## config.mk

```make
export PLATFORM = sky130hd
export DESIGN_NAME = response_frame_checker_top
export DESIGN_NICKNAME = d
export VERILOG_FILES = /design/src/rtl/core/rfc_pkg.sv /design/src/rtl/core/response_frame_checker_top.sv
export SDC_FILE = /design/constraint.sdc
export NUM_CORES = 1
export LEC_CHECK = 0
export BUFFER_PORTS_ARGS = -buffer_cell sky130_fd_sc_hd__buf_2
export CAP_MARGIN = 40
export CORE_AREA = 8 8 131 157
export CTS_CLUSTER_DIAMETER = 150
export DETAILED_ROUTE_END_ITERATION = 16
export DIE_AREA = 0 0 139 165
export PLACE_DENSITY = 0.85
export REMOVE_ABC_BUFFERS = 1
export SKIP_CTS_REPAIR_TIMING = 1
export SYNTH_ARGS = -nofsm -noshare
export SYNTH_HDL_FRONTEND = slang
export SYNTH_SLANG_ARGS = --single-unit
```

## constraint.sdc

```tcl
create_clock -name clk -period 15.2 [get_ports clk]
set_input_delay 3.04 -clock clk [delete_from_list [all_inputs] [get_ports clk]]
set_output_delay 3.04 -clock clk [all_outputs]
set_load 0.01 [all_outputs]
```

## src/rtl/core/rfc_pkg.sv

```systemverilog
// Package for the response frame checker: frame constants, status codes,
// register indexes, the result entry type and the CRC-16 byte update.
// No dependencies.
package rfc_pkg;

    localparam int MAX_FRAME_BYTES = 256;
    localparam int HDR_BYTES       = 10;
    localparam int HDR_IDX_W       = $clog2(HDR_BYTES);
    localparam int BYTE_COUNT_W    = $clog2(MAX_FRAME_BYTES + 1);

    localparam logic [15:0] FRAME_MAGIC = 16'h55AA;
    localparam logic [15:0] CRC_INIT    = 16'hFFFF;
    localparam logic [15:0] CRC_POLY    = 16'hA001;

    localparam logic [BYTE_COUNT_W-1:0] HDR_BYTES_C   = BYTE_COUNT_W'(HDR_BYTES);
    localparam logic [BYTE_COUNT_W-1:0] MAX_FRAME_C   = BYTE_COUNT_W'(MAX_FRAME_BYTES);
    localparam logic [15:0]             MAX_PAYLOAD_C = 16'(MAX_FRAME_BYTES - HDR_BYTES);

    localparam int CFG_INDEX_W = 2;
    localparam int CFG_DATA_W  = 16;

    localparam logic [CFG_INDEX_W-1:0] REG_EXPECTED_TYPE     = 2'd0;
    localparam logic [CFG_INDEX_W-1:0] REG_EXPECTED_SEQUENCE = 2'd1;
    localparam logic [CFG_INDEX_W-1:0] REG_CHECK_SEQUENCE    = 2'd2;
    localparam logic [CFG_INDEX_W-1:0] REG_COPY_LIMIT        = 2'd3;

    localparam logic [2:0] STATUS_OK       = 3'd0;
    localparam logic [2:0] STATUS_SHORT    = 3'd1;
    localparam logic [2:0] STATUS_MAGIC    = 3'd2;
    localparam logic [2:0] STATUS_TYPE     = 3'd3;
    localparam logic [2:0] STATUS_SEQUENCE = 3'd4;
    localparam logic [2:0] STATUS_LENGTH   = 3'd5;
    localparam logic [2:0] STATUS_CHECKSUM = 3'd6;

    localparam logic KIND_PAYLOAD = 1'b0;
    localparam logic KIND_VERDICT = 1'b1;

    localparam int FIFO_DEPTH = 4;
    localparam int FIFO_PTR_W = $clog2(FIFO_DEPTH);
    localparam int FIFO_CNT_W = $clog2(FIFO_DEPTH + 1);

    typedef struct packed {
        logic       kind;
        logic [7:0] payload;
        logic [2:0] status;
        logic       eor;
    } result_t;

    function automatic logic [15:0] crc16_byte(input logic [15:0] crc_in,
                                               input logic [7:0]  data);
        logic [15:0] c;
        c = crc_in ^ {8'h00, data};
        for (int k = 0; k < 8; k++) begin
            c = c[0] ? ((c >> 1) ^ CRC_POLY) : (c >> 1);
        end
        return c;
    endfunction

endpackage

```

## src/rtl/core/response_frame_checker_top.sv

```systemverilog
// Response frame checker top level: input register, frame parser with CRC,
// and a four-entry result queue. Depends on rfc_pkg.
//
// Usage:
//   Input channel (in_valid/in_ready) moves one received byte per transfer,
//   with first_byte restarting the parser and last_byte closing the frame.
//   Output channel (out_valid/out_ready) moves one result per transfer:
//   a payload byte (out_kind 0) or the frame verdict (out_kind 1,
//   end_of_run 1). A closing byte that also carries payload yields two
//   results, payload first.
//   Configuration channel (cfg_valid/cfg_ready) writes one register per
//   transfer; cfg_ready is always high. Write only while the block is idle.
//   An input byte waits in the input register until the parser step fires
//   and writes its results into the result queue. Throughput: one input byte
//   per cycle while two queue entries are free, with the parser step and its
//   unrolled CRC byte update combinational; one result leaves per cycle while
//   out_ready is high, and the queue absorbs a closing byte's extra result.
//   Reset clears the parser, the queue and restores the register defaults.
//   When the receiver stalls, the queue fills and in_ready drops once
//   fewer than two entries are free; nothing is lost.
module response_frame_checker_top (
    input  logic                             clk,
    input  logic                             rst_n,
    input  logic                             in_valid,
    output logic                             in_ready,
    input  logic [7:0]                       rx_byte,
    input  logic                             first_byte,
    input  logic                             last_byte,
    output logic                             out_valid,
    input  logic                             out_ready,
    output logic                             out_kind,
    output logic [7:0]                       payload_byte,
    output logic [2:0]                       status,
    output logic                             end_of_run,
    input  logic                             cfg_valid,
    output logic                             cfg_ready,
    input  logic [rfc_pkg::CFG_INDEX_W-1:0]  cfg_index,
    input  logic [rfc_pkg::CFG_DATA_W-1:0]   cfg_data
);
    import rfc_pkg::*;

    logic [7:0]  expected_type_reg;
    logic [15:0] expected_sequence_reg;
    logic        check_sequence_reg;
    logic [7:0]  copy_limit_reg;

    logic        s1_valid_reg;
    logic [7:0]  s1_byte_reg;
    logic        s1_first_reg;
    logic        s1_last_reg;
    logic        s1_fire;

    logic [BYTE_COUNT_W-1:0] byte_count_reg, byte_count_next;
    logic [15:0]             crc_reg, crc_next;
    logic [7:0]              payload_count_reg, payload_count_next;
    logic [7:0]              hdr_reg  [HDR_BYTES];
    logic [7:0]              hdr_next [HDR_BYTES];

    result_t               fifo_mem [FIFO_DEPTH];
    logic [FIFO_PTR_W-1:0] wr_ptr_reg, rd_ptr_reg;
    logic [FIFO_CNT_W-1:0] count_reg;
    logic                  pop;
    logic [1:0]            push_n;
    result_t               push0, push1;

    assign cfg_ready = 1'b1;

    always_ff @(posedge clk or negedge rst_n) begin
        if (!rst_n) begin
            expected_type_reg     <= 8'd2;
            expected_sequence_reg <= 16'd0;
            check_sequence_reg    <= 1'b1;
            copy_limit_reg        <= 8'd246;
        end else if (cfg_valid && cfg_ready) begin
            unique case (cfg_index)
                REG_EXPECTED_TYPE:     expected_type_reg     <= cfg_data[7:0];
                REG_EXPECTED_SEQUENCE: expected_sequence_reg <= cfg_data[15:0];
                REG_CHECK_SEQUENCE:    check_sequence_reg    <= cfg_data[0];
                REG_COPY_LIMIT:        copy_limit_reg        <= cfg_data[7:0];
                default: ;
            endcase
        end
    end

    assign s1_fire  = s1_valid_reg && (count_reg <= FIFO_CNT_W'(FIFO_DEPTH - 2));
    assign in_ready = !s1_valid_reg || s1_fire;

    always_ff @(posedge clk or negedge rst_n) begin
        if (!rst_n) begin
            s1_valid_reg <= 1'b0;
        end else if (in_ready) begin
            s1_valid_reg <= in_valid;
        end
    end

    always_ff @(posedge clk) begin
        if (in_valid && in_ready) begin
            s1_byte_reg  <= rx_byte;
            s1_first_reg <= first_byte;
            s1_last_reg  <= last_byte;
        end
    end

    always_comb begin
        logic [BYTE_COUNT_W-1:0] bc;
        logic [BYTE_COUNT_W-1:0] p;
        logic [15:0]             crc;
        logic [7:0]              pc;
        logic [15:0]             len;
        logic [15:0]             magic;
        logic [15:0]             seq;
        logic [15:0]             chk;
        logic                    emit;
        logic [2:0]              verdict;

        bc  = s1_first_reg ? '0 : byte_count_reg;
        crc = s1_first_reg ? CRC_INIT : crc_reg;
        pc  = s1_first_reg ? 8'd0 : payload_count_reg;
        for (int i = 0; i < HDR_BYTES; i++) begin
            hdr_next[i] = hdr_reg[i];
        end
        len  = {hdr_reg[7], hdr_reg[6]};
        p    = bc - HDR_BYTES_C;
        emit = 1'b0;

        if (bc < MAX_FRAME_C) begin
            if (bc < HDR_BYTES_C) begin
                hdr_next[bc[HDR_IDX_W-1:0]] = s1_byte_reg;
            end else if (16'(p) < len) begin
                crc = crc16_byte(crc, s1_byte_reg);
                if (pc < copy_limit_reg) begin
                    pc   = pc + 8'd1;
                    emit = 1'b1;
                end
            end
            bc = bc + BYTE_COUNT_W'(1);
        end

        magic = {hdr_next[1], hdr_next[0]};
        seq   = {hdr_next[5], hdr_next[4]};
        len   = {hdr_next[7], hdr_next[6]};
        chk   = {hdr_next[9], hdr_next[8]};

        if (bc < HDR_BYTES_C) begin
            verdict = STATUS_SHORT;
        end else if (magic != FRAME_MAGIC) begin
            verdict = STATUS_MAGIC;
        end else if (hdr_next[3] != expected_type_reg) begin
            verdict = STATUS_TYPE;
        end else if (check_sequence_reg && (seq != expected_sequence_reg)) begin
            verdict = STATUS_SEQUENCE;
        end else if ((len > 16'(bc - HDR_BYTES_C)) || (len > MAX_PAYLOAD_C)) begin
            verdict = STATUS_LENGTH;
        end else if (crc != chk) begin
            verdict = STATUS_CHECKSUM;
        end else begin
            verdict = STATUS_OK;
        end

        push0 = '{kind: KIND_PAYLOAD, payload: s1_byte_reg, status: STATUS_OK, eor: 1'b0};
        push1 = '{kind: KIND_VERDICT, payload: 8'd0, status: verdict, eor: 1'b1};
        if (!emit) begin
            push0 = push1;
        end
        push_n = s1_fire ? ({1'b0, emit} + {1'b0, s1_last_reg}) : 2'd0;

        if (s1_last_reg) begin
            byte_count_next    = '0;
            crc_next           = CRC_INIT;
            payload_count_next = 8'd0;
        end else begin
            byte_count_next    = bc;
            crc_next           = crc;
            payload_count_next = pc;
        end
    end

    always_ff @(posedge clk or negedge rst_n) begin
        if (!rst_n) begin
            byte_count_reg    <= '0;
            crc_reg           <= CRC_INIT;
            payload_count_reg <= 8'd0;
        end else if (s1_fire) begin
            byte_count_reg    <= byte_count_next;
            crc_reg           <= crc_next;
            payload_count_reg <= payload_count_next;
        end
    end

    always_ff @(posedge clk) begin
        if (s1_fire) begin
            for (int i = 0; i < HDR_BYTES; i++) begin
                hdr_reg[i] <= hdr_next[i];
            end
        end
    end

    assign out_valid = (count_reg != '0);
    assign pop       = out_valid && out_ready;

    always_ff @(posedge clk) begin
        if (push_n != 2'd0) begin
            fifo_mem[wr_ptr_reg] <= push0;
        end
        if (push_n == 2'd2) begin
            fifo_mem[wr_ptr_reg + FIFO_PTR_W'(1)] <= push1;
        end
    end

    always_ff @(posedge clk or negedge rst_n) begin
        if (!rst_n) begin
            wr_ptr_reg <= '0;
            rd_ptr_reg <= '0;
            count_reg  <= '0;
        end else begin
            wr_ptr_reg <= wr_ptr_reg + FIFO_PTR_W'(push_n);
            rd_ptr_reg <= rd_ptr_reg + FIFO_PTR_W'(pop);
            count_reg  <= count_reg + FIFO_CNT_W'(push_n) - FIFO_CNT_W'(pop);
        end
    end

    assign out_kind     = fifo_mem[rd_ptr_reg].kind;
    assign payload_byte = fifo_mem[rd_ptr_reg].payload;
    assign status       = fifo_mem[rd_ptr_reg].status;
    assign end_of_run   = fifo_mem[rd_ptr_reg].eor;

endmodule

```

# Word-level counts from Yosys, hierarchy flattened
# Memories as Yosys holds them, arrays and structs flattened.
# Index checks and enable logic that the tools add are counted.
[totals]
ram_bits = 132
memories = 2
ff_bits = 84
word_cells = 114
output_inout_bits = 16
[mem_list]
columns = ["name", "words", "width", "rd", "rd_clocked_by_memory_dff", "wr", "line_no", "rtl"]
rows = [
  ["hdr_reg", 10, 8, 10, 0, 10, "response_frame_checker_top.sv:56", "logic [7:0] hdr_reg [HDR_BYTES];"],
  ["fifo_mem", 4, 13, 1, 0, 2, "response_frame_checker_top.sv:59", "result_t fifo_mem [FIFO_DEPTH];"],
]
[classes]
n_eq_ne = 8
muxes = 45
n_bitwise = 10
reduce_logical = 15
order_cmp = 10
addsub = 10
[ops]
columns = ["operator", "count"]
rows = [
  ["16-bit 2-to-1 mux", 13],
  ["80-bit 2-to-1 mux", 2],
  ["80-bit bitwise mux", 1],
  ["8-bit 2-to-1 mux", 7],
  ["8-bit demux with 4-bit select", 1],
  ["16-bit inequality test", 2],
  ["9-bit 2-to-1 mux", 3],
  ["2-bit NOT with 3-bit output", 8],
  ["9-bit by 4-bit < comparator with 1-bit output, second input constant", 2],
  ["3-bit 2-to-1 mux", 6],
  ["16-bit greater-than comparator", 1],
  ["16-bit by 8-bit greater-than comparator with 1-bit output, second input constant", 1],
  ["9-bit by 16-bit < comparator with 1-bit output", 1],
  ["16-bit by 15-bit inequality test with 1-bit output, second input constant", 1],
  ["16-bit by 8-bit bitwise XOR with 16-bit output", 1],
  ["13-bit 2-to-1 mux", 1],
  ["1-bit 2-to-1 mux", 10],
  ["9-bit by 4-bit subtractor with 10-bit output, second input constant", 1],
  ["9-bit by 1-bit adder with 9-bit output, second input constant", 1],
  ["9-bit < comparator, second input constant", 1],
  ["9-bit by 4-bit subtractor with 9-bit output, second input constant", 1],
  ["8-bit by 1-bit adder with 8-bit output, second input constant", 1],
  ["8-bit < comparator", 1],
  ["8-bit inequality test", 1],
  ["other kinds (20)", 30],
]

# Longest topological paths before layout
[logic_depth]
depth_word = 29
ltp_mapped = 24

# Worst setup path before layout
# OpenSTA, ideal clock, no wires.
[synth_timing]
path_kind = "reg2reg"
from = "reg s1_first_reg"
to = "reg count_reg[2]"
stages_incl_launch_ff = 25
setup_time_ps = 123
arrival_time_ps = 5291
path_buffers = 6
path_slack_ps = 9786
synth_period_minus_slack_ps = 5414
cell_sequence = "edfxtp_1 buf_2 clkbuf_1 buf_1 clkbuf_1 clkbuf_1 buf_1 nor2b_1 xnor2_1 ha_1 nand3_1 or3_4 a221oi_4 a2111oi_4 nand2_1 inv_1 ha_1 nand2_1 ha_1 inv_1 ha_1 inv_1 fa_1 xor2_1 xnor2_1"
[synth_via]
elab_chain_cells = 10
word_cells_on_any_way = 15
classes_between = "4 x add/sub; 4 x order compare; 7 x mux"
[synth_lines]
columns = ["element", "line_no", "rtl"]
rows = [
  ["start: declaration", "response_frame_checker_top.sv:49", "logic s1_first_reg;"],
  ["start signal: assignment", "response_frame_checker_top.sv:99", "s1_first_reg <= first_byte;"],
  ["9-bit 2-to-1 mux / 8-bit 2-to-1 mux (equally long branches)", "response_frame_checker_top.sv:116, response_frame_checker_top.sv:118", ""],
  ["9-bit by 4-bit subtractor with 9-bit output / 8-bit < comparator (equally long branches)", "response_frame_checker_top.sv:123, response_frame_checker_top.sv:131", ""],
  ["9-bit by 16-bit < comparator with 1-bit output / 1-bit 2-to-1 mux (equally long branches)", "response_frame_checker_top.sv:129, response_frame_checker_top.sv:131", ""],
  ["1-bit 2-to-1 mux", "response_frame_checker_top.sv:129", "end else if (16'(p) < len) begin"],
  ["1-bit 2-to-1 mux", "response_frame_checker_top.sv:127", "if (bc < HDR_BYTES_C) begin"],
  ["1-bit 2-to-1 mux (*)", "response_frame_checker_top.sv:126", "if (bc < MAX_FRAME_C) begin"],
  ["1-bit by 1-bit adder with 2-bit output (*)", "response_frame_checker_top.sv:165", "push_n = s1_fire ? ({1'b0, emit} + {1'b0, s1_last_reg}) : 2'd0;"],
  ["2-bit 2-to-1 mux (*)", "response_frame_checker_top.sv:165", ""],
  ["3-bit by 2-bit adder with 3-bit output (*)", "response_frame_checker_top.sv:218", "count_reg <= count_reg + FIFO_CNT_W'(push_n) - FIFO_CNT_W'(pop);"],
  ["3-bit by 1-bit subtractor with 3-bit output (*)", "response_frame_checker_top.sv:218", ""],
  ["end signal: assignment", "response_frame_checker_top.sv:218", ""],
  ["end: declaration", "response_frame_checker_top.sv:61", "logic [FIFO_CNT_W-1:0] count_reg;"],
]
# Every way passes the cells marked *; elsewhere a longest branch is shown, timed or not.
# A chain may end at the register's enable or synchronous reset.

# Worst setup path in the final report
# Same ends and word-level chain as after synthesis.

==> metrics.json <==
{
  "run_status": {
    "status": "completed"
  },
  "timing": {
    "final-max-slew-violation-count": 0,
    "number_of_endpoints_with_negative_hold_slack_in_the_final_report": 0,
    "headroom_to_the_max_slew_limit": 0.392,
    "layout_min_cycle_time_ns": 6.18,
    "setup_tns_ns": 0,
    "worst_pin_slew_ns": 0.904,
    "final.period_utilization": 0.406,
    "max_freq_mhz": 162,
    "skew_ns": 0.00952,
    "setup-violations-final": 0,
    "setup_repair_after_global_routing_missed_its_margin": "false"
  },
  "floorplan": {
    "initial_core_util": 0.668,
    "std_cell_rows": 54,
    "fp.dieH_um": 165,
    "dieWidth_um": 139,
    "pin_count": 49,
    "floorplan.die_area_um2": 22900,
    "floorplan.core_area_um2": 18000
  },
  "logic_synthesis": {
    "synth.cells.most_frequent": "94 x sky130_fd_sc_hd__edfxtp_1, 81 x sky130_fd_sc_hd__inv_1, 71 x sky130_fd_sc_hd__nor2_1",
    "synth-seq-cells": 204,
    "yosysSeqAreaShare": 0.452,
    "netlist-cell-type-count": 96,
    "async_flop_share": 0.363,
    "synth_flop_cell": "sky130_fd_sc_hd__edfxtp_1",
    "synthesis.instances": 1120,
    "synth_edf_count": 94,
    "yosys.area.top_type": "sky130_fd_sc_hd__edfxtp_1",
    "synthesis.area_um2": 12000,
    "yosys_warnings": 0,
    "syn_avg_cell_area_um2": 10.7,
    "synth.most_common_cell": "sky130_fd_sc_hd__edfxtp_1",
    "synthTopCellsByArea": "sky130_fd_sc_hd__edfxtp_1 24%, sky130_fd_sc_hd__dfrtp_1 10%, sky130_fd_sc_hd__mux2_2 6.1%, sky130_fd_sc_hd__dfxtp_1 6.0%, sky130_fd_sc_hd__dfstp_2 5.3%",
    "synth_top_cell_area_share": 0.235
  },
  "cells_and_area": {
    "ratio_of_cells_with_drive_above_1_in_the_final_layout": 0.204,
    "layout-area-overhead-vs-synth_pct": 10.4,
    "nets": 1224,
    "n_fill_cell": 1251,
    "antennaDiodeCount": 0,
    "multi_input_area_um2": 6040,
    "finalInstanceArea_um2": 13300,
    "final-seq-area_um2": 5430,
    "largest_register_ffs": 72
  },
  "power_and_ir_drop": {
    "total_leakage_power_uw": 0.00543,
    "power.density_cell_area_nw_per_um2": 170,
    "ir_drop_uv": 110
  },
  "critical_path": {
    "crit_path_max_fanout": 61,
    "setup.worst_path.class": "reg -> reg",
    "crit_path_frequent_cell": "sky130_fd_sc_hd__ha_1",
    "critical_path_cell_with_the_highest_stage_delay": "sky130_fd_sc_hd__a2111oi_1",
    "worst_ep_required_time_ns": 15.60,
    "cp_data_arrival_time_ns": 6.58,
    "start_kind": "flop",
    "crit_path_end_kind": "flop",
    "crit_path_cell_trace": "buf_4 > inv_1 > nand2_1 > ha_1 > nor2b_1 > or3_1 > nand3_1 > ha_1 > a2111oi_1 > a221oi_4 > a2111oi_4 > nand2_1 > inv_1 > ha_1 > nand2_1 > ha_1 > inv_1 > ha_1 > inv_1 > fa_1 > xor2_1 > xnor2_1",
    "r2r_cells": 22,
    "slowest_delay_ns": 0.69
  },
  "detailed_routing": {
    "vias_per_cell": 6.65,
    "drcViolationCount": 0,
    "postRouteWirelength_mm": 30.4,
    "vias": 9244,
    "postRouteAntennaNets": 0,
    "detailedRoute.firstIterationViolations": 765,
    "detail_route.wl_per_cell_um": 21.9,
    "drt_first_pass_iters": 7
  },
  "global_route": {
    "busiest_layer": "met2",
    "grt.met3_usage": 0.0468,
    "maximum_number_of_pins_on_one_net_before_global_route_repair": 67,
    "globalRouteOverflowTotal": 0,
    "grt_pass1_vias": 9524,
    "gr-usage-all-layers": 0.268,
    "met2_grt_util": 0.470,
    "global_route_wire_length_before_repair_mm": 49.5,
    "global_route.usage.met1": 0.318,
    "initial_antenna_violation_count": 0
  },
  "placed_design": {
    "placed_area_um2": 12500,
    "io_buffer_count": 47,
    "finalWeightedCongestion": 0.996,
    "place.detailed.hpwl_mm": 21.1
  },
  "clock_tree": {
    "clk_pin_slew_worst_paths_ns": 0.06,
    "max-clock-path-buffers": 3,
    "clock_tree_from_tritoncts": "built",
    "cts_root_buf": "sky130_fd_sc_hd__clkbuf_16",
    "tritoncts_num_sinks": 204,
    "htreeDepth": 1,
    "clock_insertion_delay_worst_skew_ns": 0.52,
    "cts_inserted_buffers": 22
  },
  "hold_path": {
    "hold_class": "reg -> reg",
    "whs_path_depth": 2
  },
  "run": {
    "max_cap_violations": 0
  }
}
==> per-stage QoR <==
stage / power (uW) / std cells / utilization / worst slack, ns / hold WS (ns)
after global routing: 2370 / 1390 / 0.737 / 8.54 / 0.485
final: 2250 / 1390 / 0.737 / 9.02 / 0.451
after global placement: 1610 / 1345 / 0.689 / 9.40 / 0.430
after detailed placement: 1660 / 1350 / 0.693 / 9.17 / 0.446
after floorplan: 1420 / 1062 / - / 9.28 / 0.418
after CTS: 2250 / 1390 / 0.737 / 9.16 / 0.455
==> where the power goes <==
group          total, uW  switching (uW)  internal, uW
logic                790             472           318
registers            880             104           776
clock network        580             223           358
==> worst max-delay path, delay by kind of cell (launching register included) <==
family                     cells  cell delay, ns
adders and majority gates      6            1.63
xor gates and xnor gates       2            0.29
DFF                            1            0.32
buffers and inverters          5            1.20
and+or+nand+nor                6            1.18
AOI/OAI and AO/OA              3            1.38
==> placed cells by master (no fill, tap or decap), types with 10 or more instances in the layout <==
| cell type | instances |
|---|---|
| sky130_fd_sc_hd__mux4_2 | 12 |
| sky130_fd_sc_hd__nand2_1 | 69 |
| sky130_fd_sc_hd__o22ai_1 | 12 |
| sky130_fd_sc_hd__buf_4 | 14 |
| sky130_fd_sc_hd__xor2_1 | 24 |
| sky130_fd_sc_hd__dfrtp_1 | 50 |
| sky130_fd_sc_hd__edfxtp_1 | 94 |
| sky130_fd_sc_hd__nor3_1 | 19 |
| sky130_fd_sc_hd__nand2b_1 | 10 |
| sky130_fd_sc_hd__clkbuf_16 | 25 |
| sky130_fd_sc_hd__and3_1 | 10 |
| sky130_fd_sc_hd__dfxtp_1 | 36 |
| sky130_fd_sc_hd__buf_2 | 47 |
| sky130_fd_sc_hd__xnor2_1 | 52 |
| sky130_fd_sc_hd__o21ai_0 | 56 |
| sky130_fd_sc_hd__mux2_2 | 65 |
| sky130_fd_sc_hd__dfstp_2 | 24 |
| sky130_fd_sc_hd__a22o_1 | 34 |
| sky130_fd_sc_hd__a21oi_1 | 34 |
| sky130_fd_sc_hd__o22a_1 | 10 |
| sky130_fd_sc_hd__inv_1 | 80 |
| sky130_fd_sc_hd__nand4_1 | 19 |
| sky130_fd_sc_hd__or3_1 | 11 |
| sky130_fd_sc_hd__ha_1 | 40 |
| sky130_fd_sc_hd__nor2b_1 | 16 |
| sky130_fd_sc_hd__nor2_1 | 71 |
| sky130_fd_sc_hd__mux2i_1 | 28 |
| sky130_fd_sc_hd__nand3_1 | 24 |
==> final timing paths <==
| path | slack (ns) | end | startpoint |
|---|---|---|---|
| max | 9.02 | count_reg[2] | s1_first_reg |
| min | 0.45 | fifo_mem[2][0] | fifo_mem[2][0] |
| min in group asynchronous | 2.35 | expected_sequence_reg[10] | rst_n |
| max in group asynchronous | 12.23 | crc_reg[5] | rst_n |
| max reg2reg | 9.02 | count_reg[2] | s1_first_reg |
| min reg2reg | 0.45 | fifo_mem[2][0] | fifo_mem[2][0] |
==> kinds of logic after synthesis <==
family | synth area share
XOR/XNOR | 0.0630
buffers and inverters | 0.0455
multiplexers | 0.107
AO/OA/AOI/OAI | 0.149
AND/OR/NAND/NOR | 0.139
other | 0.000312
flip-flops | 0.452
adder cells (fa/ha/maj) | 0.0442
==> layer usage <==
layer | vias to the layer above | part of all wire
met1 | 4483 | 0.39
met3 | 122 | 0.076
met4 | 0 | 0.045
li1 | 4210 | -
met5 | - | 0
met2 | 429 | 0.49
==> layout make-up <==
cell class / count / share of cell area
Multi-Input combinational cell: 777 / 0.455
Inverter: 81 / 0.0230
Sequential cell: 204 / 0.409
Timing Repair Buffer: 64 / 0.0310
Clock buffer: 30 / 0.0501
Clock inverter: 10 / 0.00982
Tap cell: 224 / 0.0211
No activity file was read; power rests on OpenSTA's default activity.
